## src/hdl/hsm_pkg.sv

```systemverilog
package hsm_pkg;

	localparam int unsigned RESET_PULSES = 9;

	localparam logic [1:0] MODE_TICK    = 2'd0;
	localparam logic [1:0] MODE_MEASURE = 2'd1;
	localparam logic [1:0] MODE_INIT    = 2'd2;

	localparam logic [0:0] REG_STATUS = 1'd0;
	localparam logic [0:0] REG_PHASE  = 1'd1;

	localparam logic [7:0] CMD_WRITE_STATUS = 8'h06;

	typedef enum logic [8:0] {
		ST_IDLE  = 9'b0_0000_0001,
		ST_RSTLO = 9'b0_0000_0010,
		ST_RSTHI = 9'b0_0000_0100,
		ST_START = 9'b0_0000_1000,
		ST_WRLO  = 9'b0_0001_0000,
		ST_WRHI  = 9'b0_0010_0000,
		ST_WAIT  = 9'b0_0100_0000,
		ST_RDLO  = 9'b0_1000_0000,
		ST_RDHI  = 9'b1_0000_0000
	} state_t;

	typedef struct packed {
		logic       sck;
		logic       data_low;
		logic       busy;
		logic       done;
		logic [7:0] raw;
		logic [7:0] humidity;
		logic       ack_error;
	} result_t;

	// clock and data pull-down levels through the five steps of a start condition
	function automatic logic [1:0] start_levels(input logic [3:0] step);
		logic [1:0] lv;
		case (step)
			4'd0: lv = 2'b10;
			4'd1: lv = 2'b11;
			4'd2: lv = 2'b01;
			4'd3: lv = 2'b11;
			4'd4: lv = 2'b10;
			default: lv = 2'b00;
		endcase
		return lv;
	endfunction

	// piecewise linear humidity, numerator clamped at zero, then divided by 256
	function automatic logic [7:0] humidity_of(input logic [7:0] so);
		logic [15:0] p;
		logic [15:0] num;
		p = 16'(so) * 16'd138;
		if (so < 8'd107) begin
			num = (p < 16'd230) ? 16'd0 : p - 16'd230;
		end else begin
			num = 16'd1306 + 16'(so) * 16'd122;
		end
		return num[15:8];
	endfunction

endpackage

```

## src/hdl/hsm_seq.sv

```systemverilog
module hsm_seq (
	input  logic                 clk,
	input  logic                 arst_n,
	input  logic                 step,
	input  logic [1:0]           mode,
	input  logic [7:0]           command,
	input  logic                 data_in,
	input  logic [7:0]           status_value,
	input  logic [7:0]           phase_ticks,
	output hsm_pkg::result_t     res
);

	hsm_pkg::state_t st_q, n_st;
	logic [7:0] pc_q, n_pc;
	logic [3:0] bc_q, n_bc;
	logic [1:0] byc_q, n_byc;
	logic [7:0] sh_q, n_sh;
	logic [7:0] cmd_q, n_cmd;
	logic [7:0] raw_q, n_raw;
	logic       ack_q, n_ack;
	logic       init_q, n_init;
	logic       done;
	logic [7:0] half;
	logic [3:0] bc_inc;
	logic [1:0] lv;

	assign half   = (phase_ticks == 8'd0) ? 8'd1 : phase_ticks;
	assign bc_inc = bc_q + 4'd1;

	always_comb begin
		n_st   = st_q;
		n_pc   = pc_q;
		n_bc   = bc_q;
		n_byc  = byc_q;
		n_sh   = sh_q;
		n_cmd  = cmd_q;
		n_raw  = raw_q;
		n_ack  = ack_q;
		n_init = init_q;
		done   = 1'b0;
		case (st_q)
			hsm_pkg::ST_WAIT: begin
				if (!data_in) begin
					n_st  = hsm_pkg::ST_RDLO;
					n_pc  = '0;
					n_bc  = '0;
					n_byc = '0;
					n_sh  = '0;
				end
			end
			hsm_pkg::ST_RSTLO, hsm_pkg::ST_RSTHI, hsm_pkg::ST_START, hsm_pkg::ST_WRLO,
			hsm_pkg::ST_WRHI, hsm_pkg::ST_RDLO, hsm_pkg::ST_RDHI: begin
				if ({1'b0, pc_q} + 9'd1 < {1'b0, half}) begin
					n_pc = pc_q + 8'd1;
				end else begin
					n_pc = '0;
					// end of a half phase
					case (st_q)
						hsm_pkg::ST_RSTLO: n_st = hsm_pkg::ST_RSTHI;
						hsm_pkg::ST_RSTHI: begin
							if (32'(bc_inc) >= hsm_pkg::RESET_PULSES) begin
								n_bc = '0;
								n_st = hsm_pkg::ST_START;
							end else begin
								n_bc = bc_inc;
								n_st = hsm_pkg::ST_RSTLO;
							end
						end
						hsm_pkg::ST_START: begin
							if (bc_q < 4'd4) begin
								n_bc = bc_inc;
							end else begin
								n_bc = '0;
								if (byc_q == 2'd3) begin
									// reset start done, issue the real one
									n_byc = '0;
								end else begin
									n_sh = init_q ? hsm_pkg::CMD_WRITE_STATUS : cmd_q;
									n_st = hsm_pkg::ST_WRLO;
								end
							end
						end
						hsm_pkg::ST_WRLO: n_st = hsm_pkg::ST_WRHI;
						hsm_pkg::ST_WRHI: begin
							if (bc_q < 4'd8) begin
								n_sh = {sh_q[6:0], 1'b0};
								n_bc = bc_inc;
								n_st = hsm_pkg::ST_WRLO;
							end else begin
								if (data_in) n_ack = 1'b1;
								n_bc = '0;
								if (init_q && byc_q == 2'd0) begin
									n_sh  = status_value;
									n_byc = 2'd1;
									n_st  = hsm_pkg::ST_WRLO;
								end else if (init_q) begin
									n_st  = hsm_pkg::ST_IDLE;
									n_byc = '0;
									done  = 1'b1;
								end else begin
									n_st = hsm_pkg::ST_WAIT;
								end
							end
						end
						hsm_pkg::ST_RDLO: n_st = hsm_pkg::ST_RDHI;
						hsm_pkg::ST_RDHI: begin
							if (bc_q < 4'd8) begin
								n_sh = {sh_q[6:0], data_in};
								n_bc = bc_inc;
								n_st = hsm_pkg::ST_RDLO;
							end else begin
								if (byc_q == 2'd1) n_raw = sh_q;
								n_bc = '0;
								if (byc_q >= 2'd2) begin
									n_st  = hsm_pkg::ST_IDLE;
									n_byc = '0;
									done  = 1'b1;
								end else begin
									n_byc = byc_q + 2'd1;
									n_sh  = '0;
									n_st  = hsm_pkg::ST_RDLO;
								end
							end
						end
						default: begin
							n_st  = hsm_pkg::ST_IDLE;
							n_bc  = '0;
							n_byc = '0;
							done  = 1'b1;
						end
					endcase
				end
			end
			default: begin
				n_st = hsm_pkg::ST_IDLE;
				if (mode == hsm_pkg::MODE_MEASURE || mode == hsm_pkg::MODE_INIT) begin
					n_ack = 1'b0;
					n_pc  = '0;
					n_bc  = '0;
					n_sh  = '0;
					if (mode == hsm_pkg::MODE_MEASURE) begin
						n_init = 1'b0;
						n_cmd  = command;
						n_byc  = '0;
						n_st   = hsm_pkg::ST_START;
					end else begin
						n_init = 1'b1;
						n_byc  = 2'd3;
						n_st   = hsm_pkg::ST_RSTLO;
					end
				end
			end
		endcase
	end

	assign lv = hsm_pkg::start_levels(n_bc);

	// pin levels follow the state reached after this tick
	always_comb begin
		res           = '0;
		res.busy      = (n_st != hsm_pkg::ST_IDLE);
		res.done      = done;
		res.raw       = n_raw;
		res.humidity  = hsm_pkg::humidity_of(n_raw);
		res.ack_error = n_ack;
		case (n_st)
			hsm_pkg::ST_RSTHI: res.sck = 1'b1;
			hsm_pkg::ST_START: begin
				res.sck      = lv[1];
				res.data_low = lv[0];
			end
			hsm_pkg::ST_WRLO, hsm_pkg::ST_WRHI: begin
				res.sck      = (n_st == hsm_pkg::ST_WRHI);
				res.data_low = (n_bc < 4'd8) ? ~n_sh[7] : 1'b0;
			end
			hsm_pkg::ST_RDLO, hsm_pkg::ST_RDHI: begin
				res.sck      = (n_st == hsm_pkg::ST_RDHI);
				res.data_low = (n_bc >= 4'd8) && (n_byc < 2'd2);
			end
			default: res.sck = 1'b0;
		endcase
	end

	always_ff @(posedge clk or negedge arst_n) begin
		if (!arst_n) begin
			st_q   <= hsm_pkg::ST_IDLE;
			pc_q   <= '0;
			bc_q   <= '0;
			byc_q  <= '0;
			sh_q   <= '0;
			cmd_q  <= '0;
			raw_q  <= '0;
			ack_q  <= 1'b0;
			init_q <= 1'b0;
		end else if (step) begin
			st_q   <= n_st;
			pc_q   <= n_pc;
			bc_q   <= n_bc;
			byc_q  <= n_byc;
			sh_q   <= n_sh;
			cmd_q  <= n_cmd;
			raw_q  <= n_raw;
			ack_q  <= n_ack;
			init_q <= n_init;
		end
	end

endmodule

```

## src/hdl/humidity_sensor_serial_master.sv

```systemverilog
// channel | direction | handshake          | payload
// in      | to block  | in_valid/in_ready   | mode, command, data_in
// out     | from block| out_valid/out_ready | sck, data_low, busy_res, done_res,
//         |           |                     | raw_value, humidity, ack_error
// cfg     | to block  | cfg_we              | cfg_index, cfg_data
//
// One tick per transfer; a tick enters every cycle unless the output stalls.
// The input register feeds the sequencer next-state logic and the humidity
// multiply, which land in the output register.
// Reset clears the sequencer to idle and both config registers to 1.
// A stalled output holds the input register; the sequencer advances only
// when a tick moves into the output register.
module humidity_sensor_serial_master (
	input  logic       clk,
	input  logic       arst_n,
	input  logic       in_valid,
	output logic       in_ready,
	input  logic [1:0] mode,
	input  logic [7:0] command,
	input  logic       data_in,
	output logic       out_valid,
	input  logic       out_ready,
	output logic       sck,
	output logic       data_low,
	output logic       busy_res,
	output logic       done_res,
	output logic [7:0] raw_value,
	output logic [7:0] humidity,
	output logic       ack_error,
	input  logic       cfg_we,
	input  logic [0:0] cfg_index,
	input  logic [7:0] cfg_data
);

	logic [7:0] status_q;
	logic [7:0] phase_q;
	logic       valid_s1;
	logic [1:0] mode_s1;
	logic [7:0] command_s1;
	logic       data_in_s1;
	logic       out_valid_q;
	logic       advance;
	hsm_pkg::result_t res;
	hsm_pkg::result_t res_q;

	assign advance  = valid_s1 && (!out_valid_q || out_ready);
	assign in_ready = !valid_s1 || advance;

	always_ff @(posedge clk or negedge arst_n) begin
		if (!arst_n) begin
			status_q <= 8'd1;
			phase_q  <= 8'd1;
		end else if (cfg_we) begin
			case (cfg_index)
				hsm_pkg::REG_STATUS: status_q <= cfg_data;
				hsm_pkg::REG_PHASE:  phase_q  <= cfg_data;
				default: ;
			endcase
		end
	end

	always_ff @(posedge clk or negedge arst_n) begin
		if (!arst_n) begin
			valid_s1    <= 1'b0;
			out_valid_q <= 1'b0;
		end else begin
			if (in_ready) valid_s1 <= in_valid;
			if (advance) out_valid_q <= 1'b1;
			else if (out_ready) out_valid_q <= 1'b0;
		end
	end

	always_ff @(posedge clk) begin
		if (in_ready && in_valid) begin
			mode_s1    <= mode;
			command_s1 <= command;
			data_in_s1 <= data_in;
		end
		if (advance) res_q <= res;
	end

	hsm_seq u_seq (
		.clk          (clk),
		.arst_n       (arst_n),
		.step         (advance),
		.mode         (mode_s1),
		.command      (command_s1),
		.data_in      (data_in_s1),
		.status_value (status_q),
		.phase_ticks  (phase_q),
		.res          (res)
	);

	assign out_valid = out_valid_q;
	assign sck       = res_q.sck;
	assign data_low  = res_q.data_low;
	assign busy_res  = res_q.busy;
	assign done_res  = res_q.done;
	assign raw_value = res_q.raw;
	assign humidity  = res_q.humidity;
	assign ack_error = res_q.ack_error;

endmodule

```

## config.mk

```make
export PLATFORM = sky130hd
export DESIGN_NAME = humidity_sensor_serial_master
export DESIGN_NICKNAME = d
export VERILOG_FILES = /design/src/hdl/hsm_pkg.sv /design/src/hdl/hsm_seq.sv /design/src/hdl/humidity_sensor_serial_master.sv
export SDC_FILE = /design/constraint.sdc
export NUM_CORES = 1
export LEC_CHECK = 0
export BUFFER_PORTS_ARGS = -buffer_cell sky130_fd_sc_hd__buf_2
export CAP_MARGIN = 25
export CORE_MARGIN = 4
export CORE_UTILIZATION = 50
export CTS_BUF_LIST = sky130_fd_sc_hd__clkbuf_8 sky130_fd_sc_hd__clkbuf_16
export DETAILED_ROUTE_END_ITERATION = 6
export PLACE_DENSITY = 0.69
export SYNTH_ARGS = -nofsm -noshare
export SYNTH_HDL_FRONTEND = slang
export SYNTH_HIERARCHICAL = 1
export SYNTH_SLANG_ARGS = --single-unit
```

## constraint.sdc

```tcl
create_clock -name clk -period 10.78 [get_ports clk]
set_input_delay 1.617 -clock clk [delete_from_list [all_inputs] [get_ports clk]]
set_output_delay 1.617 -clock clk [all_outputs]
set_load 0.02 [all_outputs]
```

Yosys cells after proc, flatten, opt, wreduce, memory -nomap -nowiden
Cells that the tools add are included.
{"block": "op_classes", "addsub": 6, "n_mul": 2, "n_div": 0, "order_cmp": 10, "eq_ne": 30, "shift": 0, "n_mux": 78, "bitwise": 4, "n_reduce_logical": 31}
{"cell": "$mux W8", "count": 20}
{"cell": "$mux W9", "count": 8}
{"cell": "$pmux W9 S7", "count": 1}
{"cell": "$mux W16", "count": 2}
{"cell": "$mux W4", "count": 8}
{"cell": "$pmux W8 S2", "count": 2}
{"cell": "$pmux W8 S3", "count": 1}
{"cell": "$mux W2", "count": 11}
{"cell": "$eq A9 B3 Y1 const B", "count": 2}
{"cell": "$eq A9 B4 Y1 const B", "count": 2}
{"cell": "$eq A9 B5 Y1 const B", "count": 2}
{"cell": "$eq A9 B6 Y1 const B", "count": 2}
{"cell": "$eq A9 B8 Y1 const B", "count": 2}
{"cell": "$eq A9 B9 Y1 const B", "count": 2}
{"cell": "$pmux W9 S2", "count": 1}
{"cell": "$add A11 B15 Y16 const A", "count": 1}
{"cell": "$lt A16 B8 Y1 const B", "count": 1}
{"cell": "$pmux W4 S4", "count": 1}
{"cell": "$sub A16 B8 Y16 const B", "count": 1}
{"cell": "$mul A8 B7 Y15 const B", "count": 1}
{"cell": "$mul A8 B6 Y14 const B", "count": 1}
{"cell": "$mux W1", "count": 14}
{"cell": "$reduce_or A2 Y1", "count": 6}
{"cell": "$add A8 B1 Y9 const B", "count": 1}
{"cell": "other kinds (49)", "count": 68}
{"block": "word_totals", "register_bits": 99, "latch_bits": 0, "mem_bits_rw": 0, "rom_bits": 0, "inputBits": 25, "out_inout_bits": 23, "memories": 0}

Longest topological paths before layout
{"block": "depth", "ltp_word": 10, "mapped_depth": 28, "depth_no_buf": 27}

Hierarchy
The synthesis kept the hierarchy.
{"mod": "hsm_seq", "n_inst": 1, "cells_per_inst": 674, "area_per_inst_um2": 5760.5, "seq_area_each_um2": 1227.4}
{"mod": "humidity_sensor_serial_master", "n_inst": 1, "cells_per_inst": 75, "area_per_inst_um2": 1666.6, "seq_area_each_um2": 1413.9}

Worst setup path before layout
No wires, ideal clock.
{"block": "synth_timing", "path_kind": "reg-to-reg", "from": "register u_seq.pc_q[0]", "to": "register res_q (netlist bit humidity[7]), data pin", "setup_time_ps": 255, "arrival_ps": 6161, "required_time_ps": 10525, "slack_ps": 4364, "stages_incl_launch_ff": 28, "n_path_buf": 1, "synth_period_minus_slack_ps": 6416, "cell_sequence": "dfrtp_1 -> and3_1 -> and3_1 -> and3_1 -> xor2_1 -> ha_1 -> a21oi_1 -> nand2_1 -> o21ai_0 -> o21a_1 -> buf_2 -> mux2i_1 -> inv_1 -> ha_1 -> or3_1 -> fa_1 -> inv_1 -> fa_1 -> inv_1 -> ha_1 -> a21o_1 -> a21oi_1 -> xnor2_1 -> and2_1 -> o41a_2 -> o311a_1 -> and3_1 -> and2_1"}
{"item": "start: declaration", "line": "hsm_seq.sv:14", "text": "logic [7:0] pc_q, n_pc;"}
{"item": "start signal: assignment", "line": "hsm_seq.sv:197", "text": "pc_q <= n_pc;"}
{"item": "end signal: assignment", "line": "humidity_sensor_serial_master.sv:79", "text": "if (advance) res_q <= res;"}
{"item": "end: declaration", "line": "humidity_sensor_serial_master.sv:44", "text": "hsm_pkg::result_t res_q;"}

==> results.rst <==
.. list-table::
   :header-rows: 1

   * - Metric
     - Value
   * - Biggest area contributors in the synthesized netlist
     - sky130_fd_sc_hd__dfrtp_1 22%, sky130_fd_sc_hd__edfxtp_1 13%, sky130_fd_sc_hd__ha_1 12%
   * - Cells after Synth
     - 749
   * - Die footprint
     - 16,900 µm²
   * - Via Count
     - 5,876
   * - First-pass GRT wire length
     - 28.8 mm
   * - Standard cell area after detailed placement
     - 7830 µm²
   * - Number of antenna violations at the first check in global routing
     - 0
   * - Tcrit/Tclk final
     - 66.2%
   * - Area of the core region
     - 14,500 µm²
   * - Layout cell share with drive strength beyond 1
     - 17.4%
   * - Post-CTS repair timing setup buffer count
     - 0
   * - Sink Count
     - 99
   * - Post-Syn Area
     - 7430 µm²
   * - Outcome
     - complete, no violations
   * - Hold buffer count at CTS
     - 0
   * - Worst clock skew on the final layout
     - 0.0143 ns
   * - Distinct cell type count of the synthesized netlist
     - 82
   * - Critical path start-end classification
     - reg2reg
   * - Average wire length per cell after detail routing
     - 17.8 µm
   * - Vertical die dimension
     - 130 µm
   * - Routed wire length
     - 17.5 mm
   * - Post-synthesis cell type with the largest combined area
     - sky130_fd_sc_hd__dfrtp_1
   * - Kind of start point of the critical path
     - flip-flop
   * - Net count after synthesis
     - 859
   * - I/O Buffers
     - 47
   * - Proportion of synthesized flip-flops having asynchronous set or reset
     - 67.7%
   * - Starting density of the core
     - 51.1%
   * - Io pins
     - 48
   * - Via count of the first global-routing pass
     - 5,727
   * - Final ANT Viol Nets
     - 0
   * - Accumulated negative setup slack
     - 0 ns
   * - Total instance count after detailed placement
     - 963
   * - Design Area, Final
     - 8120 µm²
   * - Overall Global Routing Usage
     - 21.6%
   * - DP HPWL
     - 13.4 mm
   * - Arrival time worst endpoint
     - 7.22 ns
   * - Resized Gates After CTS
     - 0
   * - Portion of synthesized cell area occupied by the leading cell type
     - 21.6%
   * - DR pass1 iterations
     - 5
   * - Largest net degree at the start of global routing
     - 68
   * - DR WL met2
     - 7.66 mm
   * - Number of enable flip-flop cells after synthesis
     - 32
   * - Clock buffer count from CTS
     - 9
   * - Predominant post-synthesis flop cell
     - sky130_fd_sc_hd__dfrtp_1
   * - Post-route minimum period
     - 7.13 ns
   * - DIE WIDTH
     - 130 µm
   * - Top sig layer
     - met4
   * - Hold/Removal Path Class
     - reg2reg
   * - Layout net count
     - 900
   * - Sum of met3 wire segment lengths after detailed routing
     - 1.20 mm
   * - Slew Limit Fails
     - 0
   * - Placer congestion estimate
     - 0.928
   * - CTS tree
     - built
   * - Slew margin rel.
     - 34.0%
   * - Met1 Wirelength
     - 8.21 mm
   * - Critical Path End Type
     - flip-flop
   * - Number of filler cells placed in the layout
     - 1,287
   * - Endpoint required time on the critical path
     - 10.87 ns
   * - Yosys synthesis warning count
     - 6
   * - Max Cap Violations
     - 0
   * - Post-Syn Area per Cell
     - 9.92 µm²
   * - Area added between synthesis and finish
     - 9.37%
   * - Clock root buffer master
     - sky130_fd_sc_hd__clkbuf_16
   * - Pin slew with the least headroom to its limit
     - 0.988 ns
   * - Deepest clock path buffer count
     - 2
   * - Sequential area share after synthesis
     - 35.6%
   * - Congestion Overflow GR
     - 0
   * - Minimum hold slack
     - 0.484 ns
   * - First DRT Iteration DRCs
     - 573
   * - Number of levels the H-tree was split into
     - 3
   * - Register bit total from synthesis
     - 99
   * - Achievable clock frequency
     - 140 MHz
   * - Unrepaired setup endpoints after global routing
     - false
   * - Clock-pin slew on the worst setup and hold paths
     - 0.07 ns
   * - Number of remaining DRC errors
     - 0
   * - Maximum fanout encountered on the critical timing path
     - 10
   * - Row cnt
     - 44
   * - Final-report hold violation count
     - 0
   * - Insertion delay of the later-clocked pin in the worst-skew pair
     - 0.36 ns
   * - Count of final setup violators
     - 0
   * - Number of antenna cells inserted
     - 0
   * - Final instance count without filler cells
     - 979
   * - Post-DR vias/cell
     - 6.00
[synthesized netlist by cell type (9+ instances only)]
cell,instances
sky130_fd_sc_hd__o211ai_1,9
sky130_fd_sc_hd__nor3_1,18
sky130_fd_sc_hd__nor2_1,50
sky130_fd_sc_hd__fa_1,16
sky130_fd_sc_hd__a21oi_1,39
sky130_fd_sc_hd__and3_1,10
sky130_fd_sc_hd__edfxtp_1,32
sky130_fd_sc_hd__ha_1,69
sky130_fd_sc_hd__clkbuf_1,15
sky130_fd_sc_hd__xor2_1,15
sky130_fd_sc_hd__inv_1,64
sky130_fd_sc_hd__dfrtp_1,64
sky130_fd_sc_hd__nand2_1,54
sky130_fd_sc_hd__mux2_2,37
sky130_fd_sc_hd__nor4_1,10
sky130_fd_sc_hd__xnor2_1,20
sky130_fd_sc_hd__nand2b_1,11
sky130_fd_sc_hd__o21ai_0,31
[final cells by class]
class | instances | area (µm²) | share of cell area [%]
clock inverters | 7 | 71.3 | 0.878
flip-flops and latches | 99 | 2640 | 32.5
clock buffers | 9 | 225 | 2.77
multi-input cells | 562 | 4430 | 54.5
inverters | 64 | 240 | 2.96
well taps | 184 | 230 | 2.83
repair buffers | 54 | 288 | 3.54
[metrics by stage]
step,util (%),setup slack [ns]
after floorplan,-,4.36
after global placement,53.8,3.91
after detailed placement,53.8,3.72
after CTS,55.9,3.70
after global routing,55.9,3.18
final,55.9,3.65
[routing by layer]
layer  up-vias  GRT usage [%]
li1       2825              -
met1      2827           30.9
met2       195           32.9
met3        29           4.75
met4         0           6.91
met5         -              0
[cells by family (layout without fill, tap and decap cells)]
logic type / count (synthesis) / count (layout) / share of synthesized area (%)
buf+inv: 88 / 134 / 4.92
compound gates: 174 / 174 / 16.5
flops: 99 / 99 / 35.6
xor+xnor: 35 / 35 / 4.13
mux: 45 / 45 / 6.69
fa+ha+maj: 85 / 85 / 15.9
simple gates: 223 / 223 / 16.3
[registers in the layout, indices dropped and copies added (netlist names), 2 cells and up]
register and flops:
command_s1 8, humidity 8, mode_s1 2, phase_q 8
raw_value 8, status_q 8, u_seq/bc_q 4, u_seq/byc_q 2
u_seq/cmd_q 8, u_seq/pc_q 8, u_seq/raw_q 8, u_seq/sh_q 8
u_seq/st_q 9
[cells in the final DEF (no fill, tap or decap), types with 4 or more instances in the layout]
cell                        synthesis  routed
sky130_fd_sc_hd__ha_1              69      69
sky130_fd_sc_hd__inv_1             64      65
sky130_fd_sc_hd__dfrtp_1           64      64
sky130_fd_sc_hd__nand2_1           54      54
sky130_fd_sc_hd__nor2_1            50      50
sky130_fd_sc_hd__buf_2              4      47
sky130_fd_sc_hd__a21oi_1           39      39
sky130_fd_sc_hd__mux2_2            37      37
sky130_fd_sc_hd__edfxtp_1          32      32
sky130_fd_sc_hd__o21ai_0           31      31
sky130_fd_sc_hd__xnor2_1           20      20
sky130_fd_sc_hd__nor3_1            18      18
sky130_fd_sc_hd__fa_1              16      16
sky130_fd_sc_hd__xor2_1            15      15
sky130_fd_sc_hd__nand2b_1          11      11
sky130_fd_sc_hd__and3_1            10      10
sky130_fd_sc_hd__nor4_1            10      10
sky130_fd_sc_hd__clkbuf_16          0       9
sky130_fd_sc_hd__o211ai_1           9       9
sky130_fd_sc_hd__nand3_1            8       8
sky130_fd_sc_hd__o21a_1             8       8
sky130_fd_sc_hd__mux2i_1            8       8
sky130_fd_sc_hd__a31oi_1            8       8
sky130_fd_sc_hd__and2_1             8       7
sky130_fd_sc_hd__buf_4              2       7
sky130_fd_sc_hd__or2_2              7       7
sky130_fd_sc_hd__nor3b_1            7       7
sky130_fd_sc_hd__a211oi_1           7       6
sky130_fd_sc_hd__a21o_1             6       6
sky130_fd_sc_hd__o22ai_1            6       6
sky130_fd_sc_hd__a22oi_1            6       6
sky130_fd_sc_hd__nand3b_1           5       5
sky130_fd_sc_hd__o31ai_1            5       5
sky130_fd_sc_hd__o32ai_1            4       4
sky130_fd_sc_hd__or3_1              4       4
sky130_fd_sc_hd__nor2b_1            4       4
sky130_fd_sc_hd__o2bb2ai_1          4       4
sky130_fd_sc_hd__o2111ai_1          4       4
sky130_fd_sc_hd__or4_1              4       4
[critical path, cell delays in order, from the launching register on]
cell	delay, ns
sky130_fd_sc_hd__dfrtp_1	0.45
sky130_fd_sc_hd__and3_1	0.22
sky130_fd_sc_hd__and3_1	0.19
sky130_fd_sc_hd__and3_1	0.19
sky130_fd_sc_hd__xor2_1	0.15
sky130_fd_sc_hd__ha_1	0.34
sky130_fd_sc_hd__a21oi_1	0.18
sky130_fd_sc_hd__nand2_1	0.12
sky130_fd_sc_hd__o21ai_0	0.26
sky130_fd_sc_hd__o21a_1	0.49
sky130_fd_sc_hd__mux2i_1	0.39
sky130_fd_sc_hd__inv_1	0.33
sky130_fd_sc_hd__ha_1	0.40
sky130_fd_sc_hd__ha_1	0.31
sky130_fd_sc_hd__ha_1	0.28
sky130_fd_sc_hd__ha_1	0.36
sky130_fd_sc_hd__and2_1	0.19
sky130_fd_sc_hd__o21ai_0	0.25
sky130_fd_sc_hd__a31oi_1	0.18
sky130_fd_sc_hd__xor2_1	0.19
sky130_fd_sc_hd__nor4_1	0.51
sky130_fd_sc_hd__or3b_4	0.46
sky130_fd_sc_hd__o31ai_4	0.30
sky130_fd_sc_hd__o22ai_1	0.12
[path summary, 6_finish.rpt]
kind	startpoint	endpoint	slack, ns	cells past startpoint
worst max-delay path	u_seq/pc_q[0]$_DFFE_PN0P_	humidity[4]$_DFFE_PP_	3.65	23
worst min-delay path	command_s1[5]$_DFFE_PP_	u_seq/cmd_q[5]$_DFFE_PN0P_	0.48	1
worst max register to register	u_seq/pc_q[0]$_DFFE_PN0P_	humidity[4]$_DFFE_PP_	3.65	23
worst min register to register	command_s1[5]$_DFFE_PP_	u_seq/cmd_q[5]$_DFFE_PN0P_	0.48	1
max in group asynchronous	arst_n	u_seq/bc_q[1]$_DFFE_PN0P_	8.71	2
min in group asynchronous	arst_n	u_seq/st_q[1]$_DFFE_PN0P_	1.44	2
Power is left out: the tool's default activity adds up to more than one toggle a clock period on the data nets, which glitch-free logic cannot reach.
